===== src/sv/plir_pkg.sv =====
// ----------------------------------------------------------------------------
// plir_pkg: shared types and constants for the positional list
// Item layouts, the per-cell control word, and action codes.
// ----------------------------------------------------------------------------
`default_nettype none

package plir_pkg;

  localparam int POS_W        = 7;
  localparam int DATA_W       = 32;
  localparam int LEN_W        = 7;
  localparam int CAPACITY_DEF = 64;
  localparam int GROUP_SZ     = 8;

  localparam logic ACT_INSERT = 1'b0;
  localparam logic ACT_REMOVE = 1'b1;

  typedef struct packed {
    logic                     action;
    logic [POS_W-1:0]         position;
    logic signed [DATA_W-1:0] value;
  } plir_in_t;

  typedef struct packed {
    logic                     ok;
    logic signed [DATA_W-1:0] removed_value;
    logic [LEN_W-1:0]         length;
  } plir_out_t;

  // Broadcast to every cell in the chain
  typedef struct packed {
    logic              ins;
    logic              rem;
    logic [POS_W-1:0]  pidx;   // zero-based target index
    logic [DATA_W-1:0] value;
  } plir_ctrl_t;

endpackage

`default_nettype wire


===== src/sv/plir_cell.sv =====
// ----------------------------------------------------------------------------
// plir_cell: one list slot
// Holds one entry; on insert takes the left neighbor or the new value, on
// remove takes the right neighbor. Offers its entry when it is the target of a remove.
// ----------------------------------------------------------------------------
`default_nettype none

module plir_cell #(
  parameter int IDX = 0
) (
  input  wire                               clk,
  input  wire plir_pkg::plir_ctrl_t         ctrl,
  input  wire [plir_pkg::DATA_W-1:0]        left_q,
  input  wire [plir_pkg::DATA_W-1:0]        right_q,
  output logic [plir_pkg::DATA_W-1:0]       q,
  output logic [plir_pkg::DATA_W-1:0]       sel
);

  localparam logic [plir_pkg::POS_W-1:0] MY_IDX = plir_pkg::POS_W'(IDX);

  logic [plir_pkg::DATA_W-1:0] entry_r;
  logic [plir_pkg::DATA_W-1:0] entry_nxt;

  always_comb begin
    entry_nxt = entry_r;
    if (ctrl.ins) begin
      if (MY_IDX > ctrl.pidx) begin
        entry_nxt = left_q;
      end else if (MY_IDX == ctrl.pidx) begin
        entry_nxt = ctrl.value;
      end
    end else if (ctrl.rem) begin
      if (MY_IDX >= ctrl.pidx) begin
        entry_nxt = right_q;
      end
    end
  end

  always_ff @(posedge clk) begin
    entry_r <= entry_nxt;
  end

  assign q   = entry_r;
  assign sel = (ctrl.rem && (MY_IDX == ctrl.pidx)) ? entry_r : '0;

endmodule

`default_nettype wire


===== config.mk =====
export PLATFORM = sky130hd
export DESIGN_NAME = plir_cell
export DESIGN_NICKNAME = d
export VERILOG_FILES = /design/src/sv/plir_pkg.sv /design/src/sv/plir_cell.sv
export SDC_FILE = /design/constraint.sdc
export NUM_CORES = 1
export LEC_CHECK = 0
export ABC_AREA = 1
export ABC_CLOCK_PERIOD_IN_PS = 5850
export BUFFER_PORTS_ARGS = -buffer_cell sky130_fd_sc_hd__buf_4
export CAP_MARGIN = 0
export CORE_ASPECT_RATIO = 1.25
export CORE_UTILIZATION = 40
export DETAILED_ROUTE_END_ITERATION = 10
export MAX_ROUTING_LAYER = met4
export PLACE_DENSITY = 0.95
export SYNTH_ARGS = -nofsm -noshare
export SYNTH_HDL_FRONTEND = slang
export SYNTH_SLANG_ARGS = --single-unit

===== constraint.sdc =====
create_clock -name clk -period 5.85 [get_ports clk]
set_clock_uncertainty 0.05 [all_clocks]
set_input_delay 0.585 -clock clk [delete_from_list [all_inputs] [get_ports clk]]
set_output_delay 0.585 -clock clk [all_outputs]
set_load 0.02 [all_outputs]

## Yosys cells after proc, flatten, opt, wreduce, memory -nomap -nowiden

Index checks and enable logic that the tools add are counted.

| storage, ports and cells | value |
|---|---|
| output and inout bits | 64 |
| input port bits | 106 |
| register bits after elaboration | 32 |
| logic and storage cells | 15 |

| cells by class | value |
|---|---|
| magnitude comparators | 2 |
| reductions and logical operators | 5 |
| multiplexer cells | 6 |
| equal/unequal tests | 1 |

Operators with widths:

| kind | number |
|---|---|
| $mux W32 | 6 |
| $ge A1 B7 Y1 const A | 1 |
| $gt A1 B7 Y1 const A | 1 |
| $logic_not A7 Y1 | 1 |
| $reduce_bool A2 Y1 | 2 |
| $ne A3 B1 Y1 const B | 1 |
| $reduce_and A3 Y1 | 1 |
| $logic_and A1 B1 Y1 | 1 |

## Depth between registers and ports, before layout

Gate-level depths: netlist of the first run.

| depth | value |
|---|---|
| depth after elaboration | 4 |
| gate-level depth with buffers | 6 |

## Worst setup path after synthesis of the first run

Ideal clock, no wire load.

| path | value |
|---|---|
| path kind | in2reg |
| from | input ctrl[36] (netlist name) |
| to | register entry_r (netlist bit q[0]), enable pin |
| stages | 6 |
| required time | 5.411 ns |
| arrival time | 1.815 ns |
| setup time | 0.389 ns |
| setup slack | 3.595 ns |
| cell sequence | inv_1 nand2_1 nor2_2 nand3_4 buf_6 nand2_1 |

| between the ends | value |
|---|---|
| longest elaborated chain between the ends | 3 |
| elaborated cells between the ends (all ways) | 6 |

Ends and longest elaborated chain:

| what | RTL line | text |
|---|---|---|
| start, declared | plir_cell.sv:12 | `input wire plir_pkg::plir_ctrl_t ctrl,` |
| $gt A1 B7 Y1, or another cell as far along | plir_cell.sv:27 | `if (MY_IDX > ctrl.pidx) begin` |
| $ne A3 B1 Y1 (no source line) / $reduce_bool A2 Y1 (equally long branches) | -- |  |
| $reduce_and A3 Y1 (no source line) (*) | -- |  |
| end signal, assigned | plir_cell.sv:40 | `entry_r <= entry_nxt;` |
| end, declared | plir_cell.sv:21 | `logic [plir_pkg::DATA_W-1:0] entry_r;` |

Every way passes the cells marked *; elsewhere a longest branch is shown, timed or not.
A chain may end at the register's enable or synchronous reset.

## Final worst setup path of the first run

| path | value |
|---|---|
| from | input ctrl[36] (netlist name) |
| to | output sel[23] (netlist name) |

| between the ends | value |
|---|---|
| longest elaborated chain between the ends | 3 |

Ends and longest elaborated chain:

| what | RTL line | text |
|---|---|---|
| $logic_not A7 Y1 | plir_cell.sv:44 | `assign sel = (ctrl.rem && (MY_IDX == ctrl.pidx)) ? entry_r : '0;` |
| $logic_and A1 B1 Y1 | plir_cell.sv:44 |  |
| $mux W32 | plir_cell.sv:44 |  |
| end, declared | plir_cell.sv:16 | `output logic [plir_pkg::DATA_W-1:0] sel` |

Every way passes these cells.

==> results of run 1 <==
[synthesized netlist by cell type]
cell type  count
buf_6          7
edfxtp_1      32
inv_1         38
mux2_2        32
nand2_1        4
nand3_1        1
nand3_4        1
nor2_1         3
nor2_2        28
nor2_4         3
[power groups by stage]
stage | Combinational (W) | Sequential (W) | Clock [W]
floorplan | 0.0000284 | 0.000264 | 0
global placement | 0.0000685 | 0.000262 | 0
finish | 0.0000706 | 0.000257 | 0.000153
CTS | 0.0000714 | 0.000257 | 0.000158
detailed placement | 0.0000712 | 0.000262 | 0
global route | 0.0000766 | 0.000257 | 0.000166
[per-layer routing]
| layer | vias to the layer above | wire length (um) | GRT usage | part of all wire |
|---|---|---|---|---|
| met5 | - | 0 | - | 0 |
| met3 | 4 | 311 | 0.0337 | 0.072 |
| met1 | 677 | 1560 | 0.181 | 0.36 |
| met2 | 80 | 2420 | 0.354 | 0.56 |
| li1 | 745 | - | - | - |
| met4 | 0 | 50 | 0.0578 | 0.012 |
[final cells by class]
cell class	count	share of cell area
inverter	38	0.0491
clock buffer	6	0.0250
clock inverter	1	0.00172
tap	56	0.0241
multi-input combinational	72	0.213
sequential	32	0.331
timing repair buffer	138	0.357
[through the flow]
stage	setup slack, ps	instances	util	instance area, um^2	total power, W
global route	3180	343	0.692	2910	0.000500
detailed placement	3230	336	0.674	2830	0.000333
global placement	3310	336	0.674	2830	0.000330
CTS	3300	343	0.692	2910	0.000486
floorplan	3600	149	-	1800	0.000292
finish	3330	343	0.692	2910	0.000480
[worst paths after layout]
kind	endpoint	depth (start not counted)	start	slack (ps)
max	sel[23]	7	ctrl[36]	3330
min	q[3]$_DFFE_PP_	2	right_q[3]	560
[cells by family (layout without fill, tap and decap cells)]
logic type,count (synthesis),after routing
simple gates,40,40
flops,32,32
mux,32,32
buf+inv,45,183
==> metrics.md, run 1 <==
| Metric | Value |
|---|---|
| Setup_tns | `0 ps` |
| Area of the multi-input gates | `around 620 um^2` |
| Max-Cap Viols | `0` |
| Detailed Place HPWL | `between 3000 and 4000 um` |
| Post-Synth XOR/XNOR Area | `0` |
| Psw | `between 0.00009 and 0.0001 W` |
| Final count of hold timing violations | `0` |
| Post-CTS setup buffer count | `0` |
| Area grow syn2layout | `61.4%` |
| Reg area | `around 960 um^2` |
| Max Fclk | `between 300 and 400 MHz` |
| CP Data Arrival Time | `about 1900 ps` |
| Mean area per synthesized cell | `around 12 um^2` |
| Yosys Warn Count | `0` |
| Main combinational cell family by area after synthesis | `multiplexers` |
| Rows | `26` |
| Vias in the first global route | `between 1500 and 2000` |
| CTS sink cnt | `32` |
| Initial Util | `0.429` |
| Synth area leaders | `edfxtp_1 53%, mux2_2 20%, nor2_2 9.7%` |
| Post-Route WL | `~4300 um` |
| Chip Height | `77.0 um` |
| N_diodes | `0` |
| VDD IR max | `between 0.0001 and 0.00015 V` |
| Final Hold Slack | `between 500 and 600 ps` |
| Slowest Stage Delay on Critical Path | `about 480 ps` |
| Clock power share | `0.318` |
| First-iteration detailed-routing DRC count | `45` |
| Share of cells above drive strength 1 | `0.725` |
| Routed vias | `about 1500` |
| Commonest non-fill, non-tap cell in the layout | `buf_4` |
| Ratio of final minimum period to clock period | `0.430` |
| Complex-gate fraction of the synthesized area | `0` |
| Ports | `170` |
| Pint | `slightly below 0.0004 W` |
| Core ar. | `roughly 4200 um^2` |
| Post-route ant nets | `0` |
| Final min period | `about 2500 ps` |
| Global route overflow | `0` |
| Leakage power | `around 1.4 nW` |
| Drt wl/cell | `between 10 and 15 um` |
| Slowest cell on crit path | `nand3_4` |
| GRT Util Overall | `0.188` |
| First-pass DRT Iterations | `4` |
| Synth Area in Adders | `0` |
| Largest net degree at the start of global routing | `34` |
| Sw Share | `0.196` |
| Unrepaired setup endpoints after global routing | `false` |
| CP cell instances | `buf_4, inv_1, nand2_1, nor2_2, nand3_4, nor2_2, buf_4` |
| Cell taking the most area after synthesis | `edfxtp_1` |
| Crit path buffers/inverters | `3` |
| Cell family with most CP delay | `simple AND/OR/NAND/NOR gates` |
| Resized cells post-CTS | `0` |
| Post-synthesis mux area share | `0.200` |
| Cell variety after synth | `10` |
| Final setup vio count | `0` |
| Hold crit path type | `in -> reg` |
| Most frequent cells in the layout | `138 x buf_4, 38 x inv_1, 32 x mux2_2, 32 x edfxtp_1, 28 x nor2_2` |
| Max-slew headroom | `0.591` |
| Crit Path Class | `in -> out` |
| Tightest Pin Transition | `between 600 and 700 ps` |
| Logic pwr share | `0.147` |
| Post-Syn Nets | `approximately 260` |
| Die width | `62.0 um` |
| Die area | `approximately 4800 um^2` |
| Mapped Area | `1800 um^2` |
| Flop pwr share | `0.535` |
| Synth Instances | `149` |
| Cts hold-fix bufs | `0` |
| Largest register FFs | `32` |
| Vias per Instance | `roughly 4.4` |
| Status | `finished, final reports clean` |
| Clock root cell | `clkbuf_8` |
| Nets | `slightly below 400` |
| TritonCTS Buffers | `5` |
| H-tree depth | `2` |
| Seq/Total Area, Yosys | `0.534` |
| IO buf count | `roughly 140` |
| Fraction of the mapped netlist area in simple logic gates | `0.143` |
| Clock slew at reported path FFs | `approximately 70 ps` |
| DRC viols | `0` |
| Clk buf depth | `2` |
| Fill count | `around 330` |
| CP Capture Type | `primary output` |
| Slew Limit Fails | `0` |
| Worst Path Required | `roughly 5200 ps` |
| Top cell type's share of synthesized area | `0.534` |
| CTS tree | `built` |
| Yosys reg bits | `32` |
| Initial antenna violation count | `0` |
| First-pass GRT wire length | `~6400 um` |
| Gpl congestion | `approximately 0.75` |
| Setup crit start kind | `primary input` |
| Pwr/cell area | `165 nW/um^2` |
| Maximum fanout along the worst path | `33` |
Power figures use the tool's default switching activity.
==> inputs of run 2 (changes only) <==
--- a/config.mk
+++ b/config.mk
@@ -6,14 +6,14 @@
 export NUM_CORES = 1
 export LEC_CHECK = 0
 export ABC_AREA = 1
-export ABC_CLOCK_PERIOD_IN_PS = 5850
+export ABC_CLOCK_PERIOD_IN_PS = 2360
 export BUFFER_PORTS_ARGS = -buffer_cell sky130_fd_sc_hd__buf_4
 export CAP_MARGIN = 0
 export CORE_ASPECT_RATIO = 1.25
-export CORE_UTILIZATION = 40
+export CORE_UTILIZATION = 37
 export DETAILED_ROUTE_END_ITERATION = 10
 export MAX_ROUTING_LAYER = met4
-export PLACE_DENSITY = 0.95
+export PLACE_DENSITY = 0.93
 export SYNTH_ARGS = -nofsm -noshare
 export SYNTH_HDL_FRONTEND = slang
 export SYNTH_SLANG_ARGS = --single-unit
==> constraint.sdc (replaced) <==
create_clock -name clk -period 2.36 [get_ports clk]
set_clock_uncertainty 0.05 [all_clocks]
set_input_delay 0.236 -clock clk [delete_from_list [all_inputs] [get_ports clk]]
set_output_delay 0.236 -clock clk [all_outputs]
set_load 0.02 [all_outputs]
==> run 2 against run 1 <==
  * Highest routed layer unchanged
  * Critical path depth is 1 higher
  * Worst hold slack worse by 350 ps
  * Sequential power is 150% higher
  * Routed wire length is 11% higher
  * Total power grew to 2.5 times the previous value
  * Critical path type unchanged
  * Setup slack worse by 2700 ps
  * Sequential share of layout area is 0.25 points lower
  * Cell area is 0.78% higher
  * Clock power grew to 2.5 times the previous value
  * Via count is 1.7% higher
  * Final cell count is 2.0% higher
  * Die area is 7.9% higher
==> metrics.md, run 2 (same netlist as run 1, synthesis figures left out) <==
| Metric | Value |
|---|---|
| Status | `finished, final reports clean (unchanged)` |
| Clock slew at reported path FFs | `70 ps (about the same)` |
| GRT Util Overall | `0.194 (was 0.188)` |
| Vias in the first global route | `1627 (was 1504)` |
| Cts hold-fix bufs | `0 (unchanged)` |
| Worst hold stages | `2 (unchanged)` |
| Leakage power | `1.43 nW (was 1.42 nW)` |
| Post-route ant nets | `0 (unchanged)` |
| First-pass DRT Iterations | `4 (unchanged)` |
| Routed vias | `1532 (was 1506)` |
| Fill count | `404 (was 326)` |
| Post-Route WL | `4820 um (was 4350 um)` |
| CTS tree | `built (unchanged)` |
| Initial Util | `0.384 (was 0.429)` |
| Unrepaired setup endpoints after global routing | `false (unchanged)` |
| Largest register FFs | `32 (unchanged)` |
| Maximum fanout along the worst path | `22 (was 33)` |
| Gpl congestion | `0.698 (was 0.752)` |
| Layout Utilization | `0.624 (was 0.692)` |
| Worst Path Required | `2070 ps (was 5220 ps)` |
| Chip Height | `80.0 um (was 77.0 um)` |
| Nets | `395 (was 393)` |
| CP Data Arrival Time | `1440 ps (was 1880 ps)` |
| Ratio of final minimum period to clock period | `0.731` |
| Post-Place Setup Slack | `602 ps (was 3230 ps)` |
| Most frequent cells in the layout | `140 x buf_4, 38 x inv_1, 32 x mux2_2, 32 x edfxtp_1, 28 x nor2_2 (was 138 x buf_4, 38 x inv_1, 32 x mux2_2, 32 x edfxtp_1, 28 x nor2_2)` |
| Global route overflow | `0 (unchanged)` |
| Tightest Pin Transition | `432 ps (was 614 ps)` |
| N_diodes | `0 (unchanged)` |
| CTS sink cnt | `32 (unchanged)` |
| IO buf count | `137 (unchanged)` |
| Area grow syn2layout | `62.6% (was 61.4%)` |
| Max-Cap Viols | `0 (unchanged)` |
| TritonCTS Buffers | `5 (unchanged)` |
| Max-slew headroom | `0.712 (was 0.591)` |
| Setup_tns | `0 ps (unchanged)` |
| First-iteration detailed-routing DRC count | `23 (was 45)` |
| Max Fclk | `just under 600 MHz` |
| Hold crit path type | `in -> reg (unchanged)` |
| Post-route setup slack | `635 ps (was 3330 ps)` |
| First-pass GRT wire length | `7290 um (was 6420 um)` |
| Commonest non-fill, non-tap cell in the layout | `buf_4 (unchanged)` |
| Crit Path Class | `in -> out (unchanged)` |
| Die width | `64.4 um (was 62.0 um)` |
| Rows | `28 (was 26)` |
| Setup crit start kind | `primary input (unchanged)` |
| Clk buf depth | `2 (unchanged)` |
| Pwr/cell area | `411 nW/um^2 (was 165 nW/um^2)` |
| Share of cells above drive strength 1 | `0.721 (was 0.725)` |
| Largest net degree at the start of global routing | `34 (unchanged)` |
| VDD IR max | `0.000417 V (was 0.000115 V)` |
| Post-CTS setup buffer count | `0 (unchanged)` |
| Ports | `170 (unchanged)` |
| Final count of hold timing violations | `0 (unchanged)` |
| Final setup vio count | `0 (unchanged)` |
| DRC viols | `0 (unchanged)` |
| H-tree depth | `2 (unchanged)` |
| Drt wl/cell | `13.8 um (was 12.7 um)` |
| Vias per Instance | `4.38 (was 4.39)` |
| Initial antenna violation count | `0 (unchanged)` |
| Die area | `5150 um^2 (was 4780 um^2)` |
| Clock root cell | `clkbuf_8 (unchanged)` |
| Slew Limit Fails | `0 (unchanged)` |
| Detailed Place HPWL | `3810 um (was 3400 um)` |
| CP Capture Type | `primary output (unchanged)` |
| Core ar. | `4690 um^2 (was 4200 um^2)` |
| Hold Path End | `q[3]$_DFFE_PP_ (unchanged)` |
| Resized cells post-CTS | `0 (unchanged)` |
| Hold Crit Start | `ctrl[3] (was right_q[3])` |
| Final min period | `1720 ps` |
-- run 2: cell types whose count changed in the layout (fill, tap and decap cells not counted) --
cell      previous run  this run
clkbuf_1             1         2
clkinv_2             1         0
buf_4              138       140
clkinv_1             0         1
-- run 2: critical path, stage by stage --
cell,delay (ps)
buf_4,110
inv_1,40
nand2_1,50
nor2_2,170
nand3_4,210
buf_4,310
nor2_1,140
buf_4,160
-- run 2: stage by stage --
stage	instance area, um^2	hold WS (ps)	instances	total power (W)
final	2930	209	350	0.00120
after global routing	2930	198	350	0.00126
after CTS	2930	202	350	0.00122
after detailed placement	2850	491	342	0.000827
after global placement	2850	489	342	0.000820
after floorplan	1800	406	149	0.000724
-- run 2: worst max path at each step --
stage	endpoint	cells past startpoint	from
after floorplan	q[0]$_DFFE_PP_	6	ctrl[36]
after detailed placement	sel[1]	8	ctrl[36]
after global placement	sel[0]	8	ctrl[36]
after CTS	sel[1]	8	ctrl[36]
final	sel[1]	8	ctrl[36]
after global routing	sel[1]	8	ctrl[35]
-- run 2: final cells by class --
class	count	area [um^2]	area share
timing repair buffer	140	1050	0.359
clock inverter	1	3.75	0.00128
multi-input combinational	72	618	0.211
tap	60	75.1	0.0256
inverter	38	143	0.0487
clock buffer	7	76.3	0.0261
sequential	32	961	0.328
-- run 2: metal layers --
metal	GRT usage	up-vias	wire, um
met3	0.0457	6	220
met4	0.0800	0	58
met5	-	-	0
li1	-	749	-
met2	0.361	67	2870
met1	0.192	710	1670
-- run 2: power breakdown --
group	total, W	internal (W)	leakage [nW]	switching (W)
logic	0.000178	0.000122	1.10	0.0000556
registers	0.000636	0.000634	0.288	0.00000211
clock network	0.000390	0.000205	0.0399	0.000185
total	0.00120	0.000962	1.43	0.000243
